$ cat src/sv/yuv420_to_rgb24_converter_core_assert.svh
// Assertion macros for the YUV 4:2:0 to RGB24 converter core.
// Used by the top level only; expects clk_i and rst_ni in scope.
`ifndef YUV420_TO_RGB24_CONVERTER_CORE_ASSERT_SVH
`define YUV420_TO_RGB24_CONVERTER_CORE_ASSERT_SVH

// Same-cycle implication, disabled while in reset
`define YRC_ASSERT_IMPL(label, ante, cons, msg) \
  label: assert property (@(posedge clk_i) disable iff (!rst_ni) (ante) |-> (cons)) \
    else $error(msg);

// Next-cycle implication, disabled while in reset
`define YRC_ASSERT_NEXT(label, ante, cons, msg) \
  label: assert property (@(posedge clk_i) disable iff (!rst_ni) (ante) |=> (cons)) \
    else $error(msg);

`endif

$ cat src/sv/yuv2rgb_pkg.sv
// Shared types, constants and arithmetic helpers for the YUV 4:2:0 to RGB24 core.
// No dependencies; imported by every module of the block.
package yuv2rgb_pkg;

  // Frame size limits
  localparam int MAX_WIDTH  = 4096;
  localparam int MAX_HEIGHT = 4096;
  localparam int MAX_DIM    = (MAX_WIDTH > MAX_HEIGHT) ? MAX_WIDTH : MAX_HEIGHT;
  localparam int MAX_WIDTH_PAIRS  = MAX_WIDTH / 2;
  localparam int MAX_HEIGHT_PAIRS = MAX_HEIGHT / 2;

  // Widths
  localparam int CFG_W      = 13;
  localparam int CNT_W      = $clog2(MAX_DIM / 2);
  localparam int PAIR_W     = $clog2(MAX_DIM / 2 + 1);
  localparam int COORD_W    = CNT_W + 1;
  localparam int DIM_W      = PAIR_W + 1;
  localparam int OFF_W      = $clog2(MAX_WIDTH * MAX_HEIGHT);
  localparam int BYTE_OFF_W = 26;
  localparam int TERM_W     = 22;
  localparam int SUM_W      = 24;
  localparam int FRAC_W     = 12;

  // Reset frame geometry
  localparam int RESET_WIDTH  = 176;
  localparam int RESET_HEIGHT = 144;

  // Register indexes
  localparam logic [1:0] REG_FRAME_WIDTH    = 2'd0;
  localparam logic [1:0] REG_FRAME_HEIGHT   = 2'd1;
  localparam logic [1:0] REG_TRANSPOSE_MODE = 2'd2;

  // Pixel order inside a 2x2 block
  localparam logic [1:0] PIX_FIRST = 2'd0;
  localparam logic [1:0] PIX_TR    = 2'd1;
  localparam logic [1:0] PIX_BL    = 2'd2;
  localparam logic [1:0] PIX_LAST  = 2'd3;

  // Q12 color coefficients, rounding half included in each term
  localparam int COEF_UB  = 8327;
  localparam int COEF_UG  = -1614;
  localparam int COEF_VG  = -2380;
  localparam int COEF_VR  = 4669;
  localparam int HALF_Q12 = 2048;
  localparam int LUMA_OFS = 16;
  localparam int CHROMA_OFS = 128;

  typedef logic signed [TERM_W-1:0] term_t;

  // Position of the current block, ready for the offset multiply
  typedef struct packed {
    logic [COORD_W-1:0] major;
    logic [DIM_W-1:0]   dim;
    logic [COORD_W-1:0] minor;
    logic [DIM_W-1:0]   stride_right;
    logic [DIM_W-1:0]   stride_down;
    logic               last_frame;
  } pos_t;

  // One pixel handed from the block register to the output stage
  typedef struct packed {
    logic [7:0]       luma;
    term_t            tb;
    term_t            tg;
    term_t            tr;
    logic [OFF_W-1:0] offset;
    logic             last_block;
    logic             last_frame;
  } pix_t;

  // Block register status
  typedef struct packed {
    logic       valid;
    logic [1:0] idx;
  } blk_stat_t;

  // Effective pair count: halve, clamp to 1..max
  function automatic logic [PAIR_W-1:0] pairs_of(input logic [CFG_W-1:0] size,
                                                input int max_pairs);
    logic [CFG_W-2:0] half;
    logic [PAIR_W-1:0] p;
    half = size[CFG_W-1:1];
    if (half == '0) begin
      p = PAIR_W'(1);
    end else if (int'(half) > max_pairs) begin
      p = PAIR_W'(max_pairs);
    end else begin
      p = PAIR_W'(half);
    end
    return p;
  endfunction

  // One channel: 4096*(Y-16) + term, clip at zero, drop fraction, clip at 255
  function automatic logic [7:0] channel_sat(input logic [7:0] luma, input term_t term);
    logic signed [9:0]       l;
    logic signed [SUM_W-1:0] s;
    logic [7:0]              res;
    l = $signed({2'b00, luma}) - 10'sd16;
    s = $signed({{(SUM_W - 10 - FRAC_W){l[9]}}, l, {FRAC_W{1'b0}}})
      + $signed({{(SUM_W - TERM_W){term[TERM_W-1]}}, term});
    if (s[SUM_W-1]) begin
      res = 8'd0;
    end else if (|s[SUM_W-2:FRAC_W+8]) begin
      res = 8'hFF;
    end else begin
      res = s[FRAC_W+7:FRAC_W];
    end
    return res;
  endfunction

endpackage

$ cat src/sv/yuv420_to_rgb24_converter_core.sv
// YUV 4:2:0 to RGB24 converter, top level. An accepted block is held in the block register;
// its pixels then pass one by one through the result register to the outputs.
// Throughput: one pixel per cycle while out_ready_i stays high, set by the result register.
// The next block is taken in the cycle its predecessor's last pixel moves out.
// Reset (asynchronous, active low) empties both stages, restores 176x144 row-major
// and puts the position at the first block of the frame.
module yuv420_to_rgb24_converter_core
  import yuv2rgb_pkg::*;
(
  input  logic                  clk_i,
  input  logic                  rst_ni,
  input  logic                  cfg_we_i,
  input  logic [1:0]            cfg_index_i,
  input  logic [CFG_W-1:0]      cfg_data_i,
  input  logic                  in_valid_i,
  output logic                  in_ready_o,
  input  logic [7:0]            luma_top_left_i,
  input  logic [7:0]            luma_top_right_i,
  input  logic [7:0]            luma_bottom_left_i,
  input  logic [7:0]            luma_bottom_right_i,
  input  logic [7:0]            chroma_blue_i,
  input  logic [7:0]            chroma_red_i,
  output logic                  out_valid_o,
  input  logic                  out_ready_i,
  output logic [7:0]            blue_o,
  output logic [7:0]            green_o,
  output logic [7:0]            red_o,
  output logic [BYTE_OFF_W-1:0] byte_offset_o,
  output logic                  last_of_block_o,
  output logic                  last_of_frame_o
);

`include "yuv420_to_rgb24_converter_core_assert.svh"

  logic      in_accept;
  logic      pix_adv;
  pos_t      pos;
  pix_t      pix;
  blk_stat_t blk_stat;
  logic      blk_first;
  logic      blk_refill;
  logic      last_pix_move;
  logic      out_frame_end;
  logic      out_block_end;

  assign in_accept = in_valid_i && in_ready_o;

  // Frame geometry and position
  yuv2rgb_frame_ctl u_frame_ctl (
    .clk_i       (clk_i),
    .rst_ni      (rst_ni),
    .cfg_we_i    (cfg_we_i),
    .cfg_index_i (cfg_index_i),
    .cfg_data_i  (cfg_data_i),
    .step_i      (in_accept),
    .pos_o       (pos)
  );

  // Block register and pixel sequencer
  yuv2rgb_block_stage u_block_stage (
    .clk_i     (clk_i),
    .rst_ni    (rst_ni),
    .accept_i  (in_accept),
    .luma_tl_i (luma_top_left_i),
    .luma_tr_i (luma_top_right_i),
    .luma_bl_i (luma_bottom_left_i),
    .luma_br_i (luma_bottom_right_i),
    .cb_i      (chroma_blue_i),
    .cr_i      (chroma_red_i),
    .pos_i     (pos),
    .adv_i     (pix_adv),
    .free_o    (in_ready_o),
    .stat_o    (blk_stat),
    .pix_o     (pix)
  );

  // Color math and result register
  yuv2rgb_pixel_out u_pixel_out (
    .clk_i           (clk_i),
    .rst_ni          (rst_ni),
    .pix_valid_i     (blk_stat.valid),
    .pix_i           (pix),
    .adv_o           (pix_adv),
    .out_valid_o     (out_valid_o),
    .out_ready_i     (out_ready_i),
    .blue_o          (blue_o),
    .green_o         (green_o),
    .red_o           (red_o),
    .byte_offset_o   (byte_offset_o),
    .last_of_block_o (last_of_block_o),
    .last_of_frame_o (last_of_frame_o)
  );

  // Checks
  assign blk_first     = blk_stat.valid && blk_stat.idx == PIX_FIRST;
  assign blk_refill    = in_accept && blk_stat.valid;
  assign last_pix_move = blk_stat.valid && pix_adv && blk_stat.idx == PIX_LAST;
  assign out_frame_end = out_valid_o && last_of_frame_o;
  assign out_block_end = out_valid_o && last_of_block_o;

  `YRC_ASSERT_IMPL(a_frame_end_in_block, out_frame_end, last_of_block_o, "frame end mid-block")
  `YRC_ASSERT_IMPL(a_accept_only_when_free, blk_refill, last_pix_move, "block overrun")
  `YRC_ASSERT_NEXT(a_accept_starts_block, in_accept, blk_first, "block start lost")
  `YRC_ASSERT_NEXT(a_last_pixel_flagged, last_pix_move, out_block_end, "fourth pixel not flagged")

endmodule

$ cat src/sv/yuv2rgb_frame_ctl.sv
// Configuration registers and block position counter.
// Depends on yuv2rgb_pkg.
module yuv2rgb_frame_ctl
  import yuv2rgb_pkg::*;
(
  input  logic             clk_i,
  input  logic             rst_ni,
  input  logic             cfg_we_i,
  input  logic [1:0]       cfg_index_i,
  input  logic [CFG_W-1:0] cfg_data_i,
  input  logic             step_i,
  output pos_t             pos_o
);

  logic [PAIR_W-1:0] pw_q, pw_d, ph_q, ph_d;
  logic              tr_q, tr_d;
  logic [CNT_W-1:0]  col_q, col_d, row_q, row_d;
  logic [COORD_W-1:0] x, y;
  logic [DIM_W-1:0]   w, h;
  logic [PAIR_W-1:0]  col_next, row_next;

  // Register writes restart the frame; accepted blocks advance the position
  always_comb begin
    pw_d = pw_q;
    ph_d = ph_q;
    tr_d = tr_q;
    col_d = col_q;
    row_d = row_q;
    col_next = {1'b0, col_q} + PAIR_W'(1);
    row_next = {1'b0, row_q} + PAIR_W'(1);
    if (cfg_we_i && (cfg_index_i == REG_FRAME_WIDTH || cfg_index_i == REG_FRAME_HEIGHT ||
                     cfg_index_i == REG_TRANSPOSE_MODE)) begin
      case (cfg_index_i)
        REG_FRAME_WIDTH:  pw_d = pairs_of(cfg_data_i, MAX_WIDTH_PAIRS);
        REG_FRAME_HEIGHT: ph_d = pairs_of(cfg_data_i, MAX_HEIGHT_PAIRS);
        default:          tr_d = cfg_data_i[0];
      endcase
      col_d = '0;
      row_d = '0;
    end else if (step_i) begin
      if (col_next >= pw_q) begin
        col_d = '0;
        row_d = (row_next >= ph_q) ? '0 : row_next[CNT_W-1:0];
      end else begin
        col_d = col_next[CNT_W-1:0];
      end
    end
  end

  always_ff @(posedge clk_i or negedge rst_ni) begin
    if (!rst_ni) begin
      pw_q  <= PAIR_W'(RESET_WIDTH / 2);
      ph_q  <= PAIR_W'(RESET_HEIGHT / 2);
      tr_q  <= 1'b0;
      col_q <= '0;
      row_q <= '0;
    end else begin
      pw_q  <= pw_d;
      ph_q  <= ph_d;
      tr_q  <= tr_d;
      col_q <= col_d;
      row_q <= row_d;
    end
  end

  // Map the position onto the chosen buffer layout
  assign x = {col_q, 1'b0};
  assign y = {row_q, 1'b0};
  assign w = {pw_q, 1'b0};
  assign h = {ph_q, 1'b0};

  always_comb begin
    pos_o.major        = tr_q ? x : y;
    pos_o.dim          = tr_q ? h : w;
    pos_o.minor        = tr_q ? y : x;
    pos_o.stride_right = tr_q ? h : DIM_W'(1);
    pos_o.stride_down  = tr_q ? DIM_W'(1) : w;
    pos_o.last_frame   = ({1'b0, col_q} == pw_q - PAIR_W'(1)) &&
                         ({1'b0, row_q} == ph_q - PAIR_W'(1));
  end

endmodule

$ cat src/sv/yuv2rgb_block_stage.sv
// Input register for one 2x2 block: chroma terms, base offset and pixel sequencer.
// Depends on yuv2rgb_pkg.
module yuv2rgb_block_stage
  import yuv2rgb_pkg::*;
(
  input  logic      clk_i,
  input  logic      rst_ni,
  input  logic      accept_i,
  input  logic [7:0] luma_tl_i,
  input  logic [7:0] luma_tr_i,
  input  logic [7:0] luma_bl_i,
  input  logic [7:0] luma_br_i,
  input  logic [7:0] cb_i,
  input  logic [7:0] cr_i,
  input  pos_t      pos_i,
  input  logic      adv_i,
  output logic      free_o,
  output blk_stat_t stat_o,
  output pix_t      pix_o
);

  logic             valid_q, valid_d;
  logic [1:0]       idx_q, idx_d;
  logic [7:0]       luma_q [4];
  term_t            tb_q, tg_q, tr_q;
  logic [OFF_W-1:0] base_q;
  logic [DIM_W-1:0] str_r_q, str_d_q;
  logic             lastf_q;
  logic signed [9:0] u, v;
  term_t            tb_d, tg_d, tr_d;
  logic [OFF_W-1:0] base_d;

  // Chroma terms and base offset of the incoming block
  always_comb begin
    u = $signed({2'b00, cb_i}) - 10'sd128;
    v = $signed({2'b00, cr_i}) - 10'sd128;
    tb_d = term_t'(int'(u) * COEF_UB + HALF_Q12);
    tg_d = term_t'(int'(u) * COEF_UG + int'(v) * COEF_VG + HALF_Q12);
    tr_d = term_t'(int'(v) * COEF_VR + HALF_Q12);
    base_d = OFF_W'(pos_i.major) * OFF_W'(pos_i.dim) + OFF_W'(pos_i.minor);
  end

  // Take a new block once the last pixel of the current one moves on
  assign free_o = !valid_q || (idx_q == PIX_LAST && adv_i);

  always_comb begin
    valid_d = valid_q;
    idx_d   = idx_q;
    if (accept_i) begin
      valid_d = 1'b1;
      idx_d   = PIX_FIRST;
    end else if (valid_q && adv_i) begin
      if (idx_q == PIX_LAST) begin
        valid_d = 1'b0;
      end else begin
        idx_d = idx_q + 2'd1;
      end
    end
  end

  always_ff @(posedge clk_i or negedge rst_ni) begin
    if (!rst_ni) begin
      valid_q <= 1'b0;
      idx_q   <= PIX_FIRST;
    end else begin
      valid_q <= valid_d;
      idx_q   <= idx_d;
    end
  end

  // Hold the block payload
  always_ff @(posedge clk_i) begin
    if (accept_i) begin
      luma_q[0] <= luma_tl_i;
      luma_q[1] <= luma_tr_i;
      luma_q[2] <= luma_bl_i;
      luma_q[3] <= luma_br_i;
      tb_q      <= tb_d;
      tg_q      <= tg_d;
      tr_q      <= tr_d;
      base_q    <= base_d;
      str_r_q   <= pos_i.stride_right;
      str_d_q   <= pos_i.stride_down;
      lastf_q   <= pos_i.last_frame;
    end
  end

  assign stat_o.valid = valid_q;
  assign stat_o.idx   = idx_q;

  // Select the current pixel
  always_comb begin
    pix_o.luma       = luma_q[idx_q];
    pix_o.tb         = tb_q;
    pix_o.tg         = tg_q;
    pix_o.tr         = tr_q;
    pix_o.last_block = (idx_q == PIX_LAST);
    pix_o.last_frame = (idx_q == PIX_LAST) && lastf_q;
    case (idx_q)
      PIX_FIRST: pix_o.offset = base_q;
      PIX_TR:    pix_o.offset = base_q + OFF_W'(str_r_q);
      PIX_BL:    pix_o.offset = base_q + OFF_W'(str_d_q);
      PIX_LAST:  pix_o.offset = base_q + OFF_W'(str_r_q) + OFF_W'(str_d_q);
      default:   pix_o.offset = base_q;
    endcase
  end

endmodule

$ cat src/sv/yuv2rgb_pixel_out.sv
// Per-pixel color math and the result register with its handshake.
// Depends on yuv2rgb_pkg.
module yuv2rgb_pixel_out
  import yuv2rgb_pkg::*;
(
  input  logic                  clk_i,
  input  logic                  rst_ni,
  input  logic                  pix_valid_i,
  input  pix_t                  pix_i,
  output logic                  adv_o,
  output logic                  out_valid_o,
  input  logic                  out_ready_i,
  output logic [7:0]            blue_o,
  output logic [7:0]            green_o,
  output logic [7:0]            red_o,
  output logic [BYTE_OFF_W-1:0] byte_offset_o,
  output logic                  last_of_block_o,
  output logic                  last_of_frame_o
);

  logic valid_q, valid_d;
  logic [7:0] blue_q, green_q, red_q;
  logic [BYTE_OFF_W-1:0] off_q, off_d;
  logic lastb_q, lastf_q;

  // Result register takes a pixel when empty or being drained
  assign adv_o = !valid_q || out_ready_i;

  always_comb begin
    valid_d = valid_q;
    if (adv_o) begin
      valid_d = pix_valid_i;
    end
    off_d = BYTE_OFF_W'({pix_i.offset, 1'b0}) + BYTE_OFF_W'(pix_i.offset);
  end

  always_ff @(posedge clk_i or negedge rst_ni) begin
    if (!rst_ni) begin
      valid_q <= 1'b0;
    end else begin
      valid_q <= valid_d;
    end
  end

  // Load the next pixel
  always_ff @(posedge clk_i) begin
    if (adv_o && pix_valid_i) begin
      blue_q  <= channel_sat(pix_i.luma, pix_i.tb);
      green_q <= channel_sat(pix_i.luma, pix_i.tg);
      red_q   <= channel_sat(pix_i.luma, pix_i.tr);
      off_q   <= off_d;
      lastb_q <= pix_i.last_block;
      lastf_q <= pix_i.last_frame;
    end
  end

  assign out_valid_o     = valid_q;
  assign blue_o          = blue_q;
  assign green_o         = green_q;
  assign red_o           = red_q;
  assign byte_offset_o   = off_q;
  assign last_of_block_o = lastb_q;
  assign last_of_frame_o = lastf_q;

endmodule

$ cat config.mk
export PLATFORM = sky130hd
export DESIGN_NAME = yuv420_to_rgb24_converter_core
export DESIGN_NICKNAME = d
export VERILOG_FILES = /design/src/sv/yuv2rgb_pkg.sv /design/src/sv/yuv420_to_rgb24_converter_core.sv /design/src/sv/yuv2rgb_frame_ctl.sv /design/src/sv/yuv2rgb_block_stage.sv /design/src/sv/yuv2rgb_pixel_out.sv
export VERILOG_INCLUDE_DIRS = /design/src /design/src/sv
export SDC_FILE = /design/constraint.sdc
export NUM_CORES = 1
export LEC_CHECK = 0
export BUFFER_PORTS_ARGS = -buffer_cell sky130_fd_sc_hd__buf_2
export CORE_MARGIN = 4
export CORE_UTILIZATION = 50
export DETAILED_ROUTE_END_ITERATION = 16
export GPL_TIMING_DRIVEN = 1
export PLACE_DENSITY = 0.67
export SYNTH_ARGS = -nofsm -noshare
export SYNTH_HDL_FRONTEND = slang
export SYNTH_SLANG_ARGS = --single-unit
$ cat constraint.sdc
create_clock -name clk_i -period 6.2 [get_ports clk_i]
set_input_delay 0.31 -clock clk_i [delete_from_list [all_inputs] [get_ports clk_i]]
set_output_delay 0.31 -clock clk_i [all_outputs]
set_load 0.02 [all_outputs]
---- Yosys cells after proc, flatten, opt, wreduce, memory -nomap -nowiden ----
Memories as Yosys holds them, arrays and structs flattened.
Cells that the tools add are included.
operators by class
  add/subtract/negate cells ............... 20
  multiply operators ...................... 5
  magnitude comparators ................... 3
  equal/unequal tests ..................... 8
  multiplexer cells ....................... 26
  bitwise operators ....................... 1
  reductions and logical operators ........ 29
operator list
  kind                                                                  number
  24-bit one-hot mux with 4 select lines                                1
  11-bit two-way mux                                                    7
  24-bit by 13-bit adder with 24-bit output                             3
  21-bit by 22-bit adder with 23-bit output                             3
  22-bit by 13-bit adder with 22-bit output, second input constant      3
  12-bit two-way mux                                                    4
  9-bit by 11-bit multiplier with 20-bit output, second input constant  2
  25-bit by 24-bit adder with 26-bit output                             1
  11-bit by 1-bit adder with 12-bit output, second input constant       2
  24-bit by 12-bit adder with 24-bit output                             1
  11-bit by 12-bit == test with 1-bit output                            2
  12-bit greater-or-equal comparator                                    2
  12-bit by 13-bit multiplier with 24-bit output                        1
  8-bit two-way mux                                                     3
  12-bit by 1-bit subtractor with 12-bit output, second input constant  2
  22-bit adder                                                          1
  9-bit by 14-bit multiplier with 22-bit output, second input constant  1
  9-bit by 15-bit multiplier with 22-bit output, second input constant  1
  8-bit by 8-bit subtractor with 9-bit output, second input constant    2
  13-bit two-way mux                                                    1
  12-bit > comparator, second input constant                            1
  12-bit zero test                                                      1
  2-bit AND reduction                                                   6
  3-bit OR reduction                                                    3
  14 further kinds                                                      38
storage, ports and cells
  register bits after elaboration ......... 220
  bits in writable memories ............... 32
  bits of input ports ..................... 68
  output and inout port bits .............. 54
  word-level logic and storage cells ...... 116
  memories ................................ 1
memory list
  memory                depth  bits a word  read ports  clocked after Yosys merged registers in  wr ports  line                       text
  u_block_stage.luma_q  4      8            1           0                                        4         yuv2rgb_block_stage.sv:24  logic [7:0] luma_q [4];

---- Longest topological paths before layout ----
Gate-level depths: netlist (run 1).
  depth after elaboration ................. 7
  mapped depth ............................ 30
  mapped depth without buffers ............ 30

---- Hierarchy ----
From an unflattened synthesis (run 1), not the netlist that was laid out.
second synthesis, totals
  cell total of the unflattened synthesis .. 2990
  area total of the unflattened synthesis .. 29293.1 µm²
by module, submodules not included
  module                          instances  cells each  area each (µm²)  sequential area each (µm²)
  yuv2rgb_block_stage             1          2065        20787.4          4489.3
  yuv2rgb_pixel_out               1          441         4475.5           1586.5
  yuv2rgb_frame_ctl               1          483         4023.9           1182.4
  yuv420_to_rgb24_converter_core  1          1           6.3              0.0

---- Worst setup path after synthesis (run 1) ----
Ideal clock, no wire load.
  kind .................................... input to register
  start point ............................. input chroma_blue_i[1]
  end point ............................... register u_block_stage.tg_q[21], data pin
  library setup time ...................... 0.260 ns
  data arrival time ....................... 6.458 ns
  required time ........................... 5.940 ns
  slack ................................... -0.518 ns
  stages .................................. 27
  cells stage by stage .................... inv_1 > ha_1 > fa_1 > inv_1 > fa_1 > fa_1 > inv_1 > fa_1 > inv_1 > ha_1 > nor2b_1 > o21ai_0 > a21oi_1 > o21ai_0 > a21boi_0 > o21ai_0 > a21boi_0 > o21ai_0 > nor2b_1 > xnor2_1 > ha_1 > ha_1 > and3_1 > a2111oi_0 > o21ai_0 > xnor2_1 > xnor2_1
on the way
  cells in the longest elaborated chain, start to end .. 4
ends and longest elaborated chain
  what                                           line                                  text
  start, declared                                yuv420_to_rgb24_converter_core.sv:21  input logic [7:0] chroma_blue_i,
  8-bit by 8-bit subtractor with 9-bit output    yuv2rgb_block_stage.sv:35             u = $signed({2'b00, cb_i}) - 10'sd128;
  9-bit by 11-bit multiplier with 20-bit output  yuv2rgb_block_stage.sv:38             tg_d = term_t'(int'(u) * COEF_UG + int'(v) * COEF_VG + HALF_Q12);
  22-bit adder                                   yuv2rgb_block_stage.sv:38
  22-bit by 13-bit adder with 22-bit output      yuv2rgb_block_stage.sv:38
  named net u_block_stage.tg_d[21]               yuv2rgb_block_stage.sv:30             term_t tb_d, tg_d, tr_d;
  end signal, assigned                           yuv2rgb_block_stage.sv:79             tg_q <= tg_d;
  end, declared                                  yuv2rgb_block_stage.sv:25             term_t tb_q, tg_q, tr_q;
The timed path passes the listed nets, and every way through them passes these cells.
A chain may end at the register's enable or synchronous reset.

---- Worst setup path in the final report (run 1) ----
  start point ............................. register u_frame_ctl.tr_q
  end point ............................... register u_block_stage.base_q[22], data pin
on the way
  cells in the longest elaborated chain, start to end .. 3
  elaborated cells between the ends (all ways) .. 5
  those cells by class .................... add/sub (1); mul (1); mux (3)
ends and longest elaborated chain
  what                                                      line                                              text
  start, declared                                           yuv2rgb_frame_ctl.sv:16                           logic tr_q, tr_d;
  start signal, assigned                                    yuv2rgb_frame_ctl.sv:60                           tr_q <= tr_d;
  12-bit two-way mux or 13-bit two-way mux (tied branches)  yuv2rgb_frame_ctl.sv:73, yuv2rgb_frame_ctl.sv:74
  12-bit by 13-bit multiplier with 24-bit output            yuv2rgb_block_stage.sv:40                         base_d = OFF_W'(pos_i.major) * OFF_W'(pos_i.dim) + OFF_W'(pos_i.minor);
  24-bit by 12-bit adder with 24-bit output (*)             yuv2rgb_block_stage.sv:40
  named net u_block_stage.base_d[22]                        yuv2rgb_block_stage.sv:31                         logic [OFF_W-1:0] base_d;
  end signal, assigned                                      yuv2rgb_block_stage.sv:81                         base_q <= base_d;
  end, declared                                             yuv2rgb_block_stage.sv:26                         logic [OFF_W-1:0] base_q;
The timed path passes the listed nets; every way through them passes the cells marked *.

==> run_results.csv, run 1 <==
group,metric,value,unit
status,outcome,"completed",
placement,placed_cell_area,28800,um^2
cts,path_clk_slew,0.06,ns
sta,slew_violations,0,
finish,layout.nets,3754,
floorplan,rows,83,
floorplan,die_w,238,um
floorplan,start_util,50.9,%
yosys,syn_inst,2766,
min_path,hold_class,"in2reg",
finish,final_common_cell,"ha_1",
drt,vias_per_cell,5.45,
floorplan,core_area,51700,um^2
power,p_per_area,589,nW/um^2
finish,fin_cells,3736,
cts,cts_htree_levels,1,
sta,fin_worst_skew,0.0353,ns
placement,gp_congestion,0.909,
yosys,synthesis.area,26300,um^2
grt,grt_usage,23.0,%
finish,stdcell_area,30100,um^2
yosys,avgSynthCellArea,9.53,um^2
worst_setup_path,critPathMaxFanout,14,
power,finalPower,17800,uW
sta,worst_pin_slew,0.868,ns
yosys,ys_warn_count,0,
sta,slew_headroom,42.1,%
yosys,synth_edf_count,164,
flow_run,cap_violations,0,
yosys,synth-seq-area-share,23.6,%
sta,setup-violations-final,0,
finish,syn2layout_area_growth,14.4,%
floorplan,num_io_pins,122,
yosys,synthFlopType,"edfxtp_1",
sta,rsz0062_at_grt,"yes",
cts,clock_sinks,215,
finish,antenna_cells,0,
worst_setup_path,critPathLaunchType,"flip-flop",
grt,grt_overflow,0,
finish,drive_gt1_share,14.7,%
yosys,async_flop_share,23.7,%
drt,postRouteAntennaNets,0,
cts,clk_latency,0.57,ns
worst_setup_path,end_kind,"flip-flop",
drt,drt_iter0_drc,1123,
cts,cts-buffers-inserted,25,
drt,num_vias,20353,
grt,grt_pass1_wl,107000,um
grt,grt_pass1_vias,20824,
floorplan,die_area,56400,um^2
worst_setup_path,crit_type,"reg2reg",
worst_setup_path,arrival,6.26,ns
drt,finalWirelength,64900,um
sta,period_share,96.1,%
worst_setup_path,reg2reg_slack,0.24,ns
drt,wl_per_cell,17.4,um
drt,dr.pass1.iters,5,
sta,fmax,0.168,GHz
floorplan,die_h,238,um
power,vdd_drop_max,1060,uV
placement,port_buffers,121,
placement,post-place-ws,-0.532,ns
sta,fin_ws,0.242,ns
power,power_leakage,0.0148,uW
placement,dp_hpwl,53200,um
yosys,syn_nets,3483,
yosys,yosys_register_bits,215,
worst_setup_path,crit_required,6.50,ns
yosys,synth.distinct_cells,88,
finish,final_cell_mix,"ha_1 (446), inv_1 (406), nand2_1 (207), nor2_1 (202), fa_1 (199)",
sta,hold_viol,0,
cts,clk_path_buf_depth,3,
drt,drc_errors,0,
grt,grt_max_degree,69,
cts,cts_tree,"built",
grt,antenna_found_initial,0,
cts,cts_root_buf,"clkbuf_16",
placement,dpl.cell_count,3651,
sta,fin_crit,5.96,ns
timing repair:
action / 4_1_cts / 5_1_grt
gates cloned: 0 / 0
endpoints found under the hold margin: 80 / 0
hold buffers: 35 / 0
endpoints found under the setup margin: 2 / 18
resized for setup: 2 / 58
pin swaps: 0 / 14
setup buffers: 0 / 4
cells by family (layout without fill, tap and decap cells):
kind of cell    Yosys count  in the layout  share of synthesized area, %
simple gates            695            695                          12.2
fa+ha+maj               649            649                          36.5
compound gates          485            485                          12.2
mux                      44             44                          2.15
xor+xnor                197            197                          6.55
buf+inv                 481            771                          6.86
flops                   215            215                          23.6
per-stage QoR:
step / utilization [%] / TNS (ns) / hold WS, ns
6_report: 58.3 / 0 / 0.0639
5_1_grt: 58.3 / -0.0202 / 0.0601
4_1_cts: 57.9 / 0 / 0.0434
3_5_place_dp: 55.6 / -2.23 / 0.481
3_3_place_gp: 55.6 / -1.10 / 0.469
2_1_floorplan: - / 0 / 0.0144
state kept, by name, indices dropped and copies added (netlist names), 8 cells and up:
| signal | count |
|---|---|
| u_block_stage.tr_q | 10 |
| u_pixel_out.byte_offset_o | 26 |
| u_block_stage.str_d_q | 13 |
| u_block_stage.str_r_q | 13 |
| u_pixel_out.blue_o | 8 |
| u_block_stage.tg_q | 10 |
| u_frame_ctl.ph_q | 12 |
| u_block_stage.base_q | 23 |
| u_block_stage.tb_q | 10 |
| u_frame_ctl.col_q | 11 |
| u_frame_ctl.pw_q | 12 |
| u_pixel_out.red_o | 8 |
| u_pixel_out.green_o | 8 |
| u_block_stage.luma_q | 32 |
| u_frame_ctl.row_q | 11 |
cells in the mapped netlist, drive strengths merged (59+ instances only):
cell	number	share of area, %
a21o	66	1.9
a21oi	122	2.3
clkbuf	65	0.93
edfxtp	164	19
fa	199	15
ha	450	21
inv	408	5.8
nand2	207	2.9
nor2	215	3.1
nor3	59	1.1
o21ai	111	2.1
xnor2	147	4.9
layout make-up:
cell class	count	area (um^2)
clock buffers	27	633
clock inverters	19	189
fillers	4442	21600
inverters	409	1540
multi-input cells	2070	18500
flip-flops and latches	215	6210
well taps	680	851
repair buffers	316	2180
path summary, 6_finish.rpt:
check	start	endpoint	cells after the start
worst max-delay path	u_frame_ctl.tr_q$_DFFE_PN0P_	u_block_stage.base_q[22]$_DFFE_PP_	19
worst min-delay path	cfg_data_i[5]	u_frame_ctl.pw_q[4]$_DFFE_PN1P_	3
worst max register to register	u_frame_ctl.tr_q$_DFFE_PN0P_	u_block_stage.base_q[22]$_DFFE_PP_	19
worst min register to register	u_frame_ctl.pw_q[1]$_DFFE_PN0P_	u_frame_ctl.pw_q[1]$_DFFE_PN0P_	2
max in group asynchronous	rst_ni	u_frame_ctl.tr_q$_DFFE_PN0P_	3
min in group asynchronous	rst_ni	u_frame_ctl.pw_q[10]$_DFFE_PN0P_	3
power by group:
part / switching [uW] / internal [uW]
Sequential: 200 / 2560
Combinational: 7140 / 6380
Clock: 633 / 837
critical path: stages (launching register included):
cell and delay, ns:
dfrtp_2 0.46, buf_4 0.22, nor2_2 0.24, or2_2 0.18, buf_4 0.14, nand2_1 0.07, fa_1 0.49, inv_1 0.05
fa_1 0.42, fa_1 0.60, fa_1 0.45, fa_1 0.49, ha_1 0.35, or3_1 0.39, o211a_1 0.18, nand4_1 0.14
a31oi_1 0.14, a41o_1 0.30, o41ai_2 0.28, xnor2_1 0.11
layer usage:
layer / vias to the layer above / GRT usage (%) / share of wire, %
met5: - / 0 / 0
met4: 0 / 3.79 / 1.7
met3: 75 / 3.18 / 5.9
met2: 558 / 37.6 / 46
met1: 9744 / 33.4 / 47
li1: 9976 / - / -
No activity file was read; power rests on OpenSTA's default activity.
==> run 2, diff against run 1 <==
--- a/config.mk
+++ b/config.mk
@@ -6,6 +6,7 @@
 export SDC_FILE = /design/constraint.sdc
 export NUM_CORES = 1
 export LEC_CHECK = 0
+export ABC_AREA = 1
 export BUFFER_PORTS_ARGS = -buffer_cell sky130_fd_sc_hd__buf_2
 export CORE_MARGIN = 4
 export CORE_UTILIZATION = 50
==> run 2 against run 1 <==
Compared with the run above: wire length down 1.5%; worst hold slack lost 0.042 ns; cell area grew 0.67%; area after synthesis is 3.3% higher; cell count up 11%.
==> run_results.csv, run 2 <==
group,metric,value,unit
yosys,synth_common_cells,"inv_1 (643), nand2_1 (593), ha_1 (450)",
min_path,min_path_cells,3,
finish,final_cell_mix,"inv_1 (642), nand2_1 (593), ha_1 (450), fa_1 (199), a21oi_1 (192)",
worst_setup_path,reg2reg_slack,0.41,ns
cts,cts_tree,"built",
sta,fin_worst_skew,0.0147,ns
floorplan,start_util,50.6,%
drt,wl_per_cell,15.4,um
placement,dp_hpwl,53800,um
finish,final_util,56.4,%
grt,grt_pass1_vias,21436,
worst_setup_path,crit_required,6.49,ns
floorplan,rows,85,
sta,fin_hold_ws,0.0215,ns
min_path,min_from,"cfg_data_i[0]",
yosys,synth-seq-area-share,22.8,%
worst_setup_path,crit_family,"adder cells",
worst_setup_path,r2r.worst_path.cells,23,
yosys,post-synth-top-count-cell,"inv_1",
worst_setup_path,critPathLaunchType,"flip-flop",
finish,nFillCells,4891,
yosys,synth.distinct_cells,65,
sta,fmax,0.173,GHz
drt,drc_errors,0,
sta,period_share,93.4,%
yosys,yosys_register_bits,215,
yosys,synth.top_cell.area_share,20.7,%
yosys,ys_warn_count,0,
worst_setup_path,crit_type,"reg2reg",
worst_setup_path,end_kind,"flip-flop",
yosys,synthesis.area,27200,um^2
min_path,whs_endpoint,"u_frame_ctl.tr_q$_DFFE_PN0P_",
finish,layout.nets,4156,
yosys,async_flop_share,23.7,%
placement,gp_congestion,0.922,
sta,setup-violations-final,0,
cts,cts_root_buf,"clkbuf_16",
drt,drt_iter0_drc,1162,
min_path,hold_class,"in2reg",
cts,cts-buffers-inserted,24,
yosys,synth.area.top_cells,"ha_1 (21%), edfxtp_1 (18%), fa_1 (15%)",
floorplan,die_h,241,um
grt,antenna_found_initial,1,
worst_setup_path,path_buf_inv,6,
drt,postRouteAntennaNets,0,
cts,cts_setup_buffers,0,
finish,largest_reg_flops,32,
finish,stdcell_area,30300,um^2
finish,syn2layout_area_growth,11.5,%
sta,slew_violations,0,
placement,post-place-ws,-0.234,ns
floorplan,num_io_pins,122,
drt,dr.pass1.iters,7,
grt,grt_overflow,0,
floorplan,die_w,241,um
yosys,synth_edf_count,164,
finish,final_common_cell,"inv_1",
worst_setup_path,critPathMostFrequentCell,"fa_1",
worst_setup_path,critical_path.cell_chain,"buf_12 > nand2_1 > o21ai_0 > buf_4 > nand2_1 > fa_1 > inv_1 > fa_1 > inv_1 > fa_1 > inv_1 > fa_1 > fa_1 > ha_1 > inv_1 > o21bai_1 > a21oi_1 > o21ai_1 > a21boi_1 > o21ai_1 > nand3_1 > nand3_1 > nand2_1",
placement,port_buffers,121,
grt,grt_usage,22.3,%
finish,top_register,"u_block_stage.luma_q",
status,outcome,"completed",
cts,clk_path_buf_depth,3,
cts,cts_htree_levels,1,
sta,rsz0062_at_grt,"no",
cts,path_clk_slew,0.06,ns
worst_setup_path,critPathSlowestCell,"fa_1",
placement,placed_cell_area,29200,um^2
grt,grt_max_degree,82,
yosys,avgSynthCellArea,8.42,um^2
sta,fin_crit,5.79,ns
worst_setup_path,cp_num_cells,23,
sta,fin_ws,0.409,ns
flow_run,cap_violations,0,
drt,num_vias,21569,
yosys,syn_nets,3949,
yosys,synthFlopType,"edfxtp_1",
floorplan,die_area,58300,um^2
grt,grt_pass1_wl,106000,um
cts,clock_sinks,215,
worst_setup_path,r2r-end,"u_block_stage.base_q[21]$_DFFE_PP_",
cts,clk_latency,0.54,ns
yosys,synth_top_area_cell,"ha_1",
floorplan,core_area,53800,um^2
worst_setup_path,arrival,6.08,ns
sta,slew_headroom,32.8,%
drt,vias_per_cell,5.19,
sta,worst_pin_slew,1.01,ns
worst_setup_path,slowest_delay,0.55,ns
drt,finalWirelength,64000,um
sta,hold_viol,0,
worst_setup_path,crit-reg2reg-launch,"u_frame_ctl.tr_q$_DFFE_PN0P_",
yosys,syn_inst,3232,
finish,drive_gt1_share,9.69,%
worst_setup_path,critPathMaxFanout,65,
## run 2: what timing repair did
item,4_1_cts,5_1_grt
hold endpoints to repair,78,0
hold buffers,33,0
setup endpoints to repair,0,6
gates resized for setup,0,10
## run 2: how the worst max path moves through the flow
stage               slack [ns]                                  to                    startpoint
detailed placement       -0.23    u_block_stage.tg_q[21]$_DFFE_PP_              chroma_blue_i[1]
CTS                       0.16  u_block_stage.base_q[21]$_DFFE_PP_  u_frame_ctl.tr_q$_DFFE_PN0P_
global placement         -0.14    u_block_stage.tg_q[21]$_DFFE_PP_              chroma_blue_i[1]
finish                    0.41  u_block_stage.base_q[21]$_DFFE_PP_  u_frame_ctl.tr_q$_DFFE_PN0P_
global route              0.04  u_block_stage.base_q[23]$_DFFE_PP_  u_frame_ctl.tr_q$_DFFE_PN0P_
floorplan                 0.25    u_block_stage.tg_q[21]$_DFFE_PP_              chroma_blue_i[1]
## run 2: worst register-to-register path, stage by stage (launching register included)
cell and delay [ns]:
dfrtp_2 0.37, buf_12 0.23, nand2_1 0.19, o21ai_0 0.18, buf_4 0.26, nand2_1 0.10, fa_1 0.55, inv_1 0.06
fa_1 0.51, inv_1 0.05, fa_1 0.47, inv_1 0.06, fa_1 0.50, fa_1 0.49, ha_1 0.34, inv_1 0.08
o21bai_1 0.15, a21oi_1 0.11, o21ai_1 0.20, a21boi_1 0.13, o21ai_1 0.22, nand3_1 0.13, nand3_1 0.10, nand2_1 0.05
## run 2: per-stage QoR
stage               setup TNS, ns  cells
floorplan                       0   3232
global route                    0   4154
global placement           -0.215   4076
CTS                             0   4153
finish                          0   4154
detailed placement         -0.457   4076
## run 2: cells by family (layout without fill, tap and decap cells)
group / count (synthesis) / in the layout / synth area share, %
other: 0 / 1 / 0
AOI/OAI and AO/OA: 492 / 492 / 10.4
adders and majority gates: 649 / 649 / 35.3
xor gates and xnor gates: 196 / 196 / 6.30
buffers and inverters: 718 / 943 / 9.95
DFF: 215 / 215 / 22.8
and+or+nand+nor: 962 / 962 / 15.2
## run 2: cell type report
type	instances	area, um^2	share of cell area [%]
tap	696	871	2.87
clock inverter	11	140	0.462
timing repair buffer	242	1630	5.38
sequential	215	6210	20.5
clock buffer	33	697	2.30
multi-input combinational	2299	18300	60.4
inverter	657	2470	8.14
antenna	1	2.50	0.00825
## run 2: metal layers
metal	wire length, um	global-route usage, %
met5	0	0
met4	1820	5.70
met3	2450	2.17
met2	31000	39.2
met1	28700	29.7
Power of run 2 is not shown: default switching activity piles up to over one toggle a cycle in this logic, so the estimate is an artifact.
==> run 3, diff against run 2 <==
--- a/config.mk
+++ b/config.mk
@@ -9,10 +9,11 @@
 export ABC_AREA = 1
 export BUFFER_PORTS_ARGS = -buffer_cell sky130_fd_sc_hd__buf_2
 export CORE_MARGIN = 4
-export CORE_UTILIZATION = 50
+export CORE_UTILIZATION = 55
 export DETAILED_ROUTE_END_ITERATION = 16
 export GPL_TIMING_DRIVEN = 1
-export PLACE_DENSITY = 0.67
+export PLACE_DENSITY = 0.72
 export SYNTH_ARGS = -nofsm -noshare
 export SYNTH_HDL_FRONTEND = slang
+export SYNTH_HIERARCHICAL = 1
 export SYNTH_SLANG_ARGS = --single-unit
==> run 3 against run 2 <==
Compared with the run above: cell area is 7.2% higher; sequential share of layout area is 1.3 points lower; count of clock-buffer cells in the layout is 3 lower; via count is 13% higher; maximum frequency is 2.3% lower; die area is 2.1% lower; non-clock buffer count is 19 higher.
==> run_results.csv, run 3 <==
group,metric,value,unit
drt,finalWirelength,73800,um
worst_setup_path,endpoint,"u_block_stage/base_q[22]$_DFFE_PP_",
floorplan,die_h,239,um
cts,cts_htree_levels,1,
worst_setup_path,critPathLaunchType,"flip-flop",
floorplan,die_area,57100,um^2
drt,wl_per_cell,16.0,um
finish,multi_input_area,20200,um^2
finish,layout.nets,4665,
status,outcome,"completed",
sta,fin_worst_skew,0.0153,ns
grt,grt_usage,26.0,%
worst_setup_path,end_kind,"flip-flop",
finish,nFillCells,4621,
placement,placed_cell_area,31400,um^2
floorplan,start_util,55.7,%
drt,dr.pass1.iters,6,
worst_setup_path,critPathMaxFanout,13,
floorplan,rows,84,
grt,grt_pass1_vias,23980,
finish,stdcell_area,32500,um^2
yosys,ys_warn_count,6,
finish,top_register,"u_block_stage/luma_q",
cts,clock_sinks,216,
sta,setup-violations-final,0,
cts,path_clk_slew,0.06,ns
yosys,avgSynthCellArea,7.95,um^2
yosys,syn_inst,3687,
worst_setup_path,crit_required,6.51,ns
sta,period_share,95.6,%
sta,timing.setup.tns,0,ns
cts,cts_tree,"built",
worst_setup_path,crit-reg2reg-launch,"u_frame_ctl/tr_q$_DFFE_PN0P_",
cts,cts_root_buf,"clkbuf_16",
worst_setup_path,arrival,6.24,ns
sta,fmax,0.169,GHz
finish,regArea,6240,um^2
worst_setup_path,critPathSlowestCell,"fa_1",
finish,final_util,61.8,%
drt,drc_errors,0,
sta,fin_hold_ws,0.0133,ns
drt,num_vias,24400,
floorplan,num_io_pins,122,
finish,syn2layout_area_growth,11.0,%
flow_run,cap_violations,0,
worst_setup_path,cp_num_cells,21,
worst_setup_path,reg2reg_slack,0.27,ns
finish,final_common_cell,"nand2_1",
drt,postRouteAntennaNets,0,
cts,cts-buffers-inserted,25,
grt,antenna_found_initial,2,
worst_setup_path,crit_family,"adder cells",
worst_setup_path,critPathMostFrequentCell,"fa_1",
sta,hold_viol,0,
finish,final_cell_mix,"nand2_1 (869), inv_1 (667), ha_1 (460), fa_1 (221), nor2_1 (219)",
placement,port_buffers,121,
worst_setup_path,slowest_delay,0.54,ns
worst_setup_path,critical_path.cell_chain,"buf_4 > o21ai_0 > buf_4 > nand2_1 > fa_1 > inv_1 > fa_1 > inv_1 > fa_1 > fa_1 > inv_1 > fa_1 > ha_1 > nand2_1 > nor4_1 > nand2_1 > nand3_1 > a21oi_1 > nor2_1 > nor2_1 > xnor2_1",
finish,drive_gt1_share,10.7,%
cts,clk_latency,0.57,ns
sta,slew_violations,0,
worst_setup_path,r2r.worst_path.cells,21,
worst_setup_path,r2r-end,"u_block_stage/base_q[22]$_DFFE_PP_",
sta,slew_headroom,34.1,%
floorplan,die_w,239,um
worst_setup_path,crit_type,"reg2reg",
grt,grt_overflow,0,
placement,gp_congestion,0.974,
sta,fin_crit,5.93,ns
floorplan,core_area,52700,um^2
yosys,synthesis.area,29300,um^2
sta,worst_pin_slew,0.989,ns
grt,grt_max_degree,74,
grt,grt_pass1_wl,121000,um
finish,antenna_cells,0,
cts,clk_path_buf_depth,3,
drt,vias_per_cell,5.28,
finish,largest_reg_flops,32,
placement,dp_hpwl,61200,um
min_path,hold_class,"in2reg",
worst_setup_path,path_buf_inv,5,
drt,drt_iter0_drc,1626,
cts,cts_setup_buffers,0,
sta,rsz0062_at_grt,"no",
worst_setup_path,startpoint,"u_frame_ctl/tr_q$_DFFE_PN0P_",
[run 3: worst min path at each step]
stage	startpoint	to	slack [ns]	cells after the start
after floorplan	rst_ni	u_block_stage/idx_q[0]$_DFFE_PN0P_	0.01	0
after global placement	luma_bottom_right_i[3]	u_block_stage/luma_q[3][3]$_DFFE_PP_	0.49	1
after detailed placement	luma_bottom_right_i[7]	u_block_stage/luma_q[3][7]$_DFFE_PP_	0.49	1
after CTS	cfg_data_i[5]	u_frame_ctl/ph_q[4]$_DFFE_PN0P_	0.006	3
after global routing	cfg_data_i[0]	u_frame_ctl/tr_q$_DFFE_PN0P_	0.03	3
final	cfg_data_i[0]	u_frame_ctl/tr_q$_DFFE_PN0P_	0.01	3
[run 3: layout make-up]
| class | count | area share (%) |
|---|---|---|
| clock buffer | 30 | 2.09 |
| clock inverter | 15 | 0.315 |
| timing repair buffer | 261 | 5.53 |
| inverter | 705 | 8.15 |
| multi-input combinational | 2707 | 62.1 |
| tap | 688 | 2.65 |
| sequential | 216 | 19.2 |
[run 3: metrics by stage]
step / setup WS [ns] / instances
after floorplan: 0.269 / 3689
after global placement: 0.00136 / 4544
after detailed placement: -0.0867 / 4544
after CTS: 0.210 / 4622
after global routing: 0.0101 / 4622
final: 0.274 / 4622
[run 3: repair_timing]
action,in CTS,in global routing
setup endpoints to repair,0,6
gates resized for setup,0,15
hold buffers,33,0
hold endpoints to repair,78,0
[run 3: per-layer routing]
layer	share of wire, %	GRT usage (%)
met5	0.092	0
met4	3.4	7.83
met3	6.1	4.05
met2	47	43.7
met1	44	34.8
[run 3: tightest hold or removal path: cells and delay by family]
kind | cells | cell delay, ns
and+or+nand+nor | 1 | 0.04
buffers and inverters | 1 | 0.09
AOI/OAI and AO/OA | 1 | 0.10
Power of run 3 is left out for the same reason.
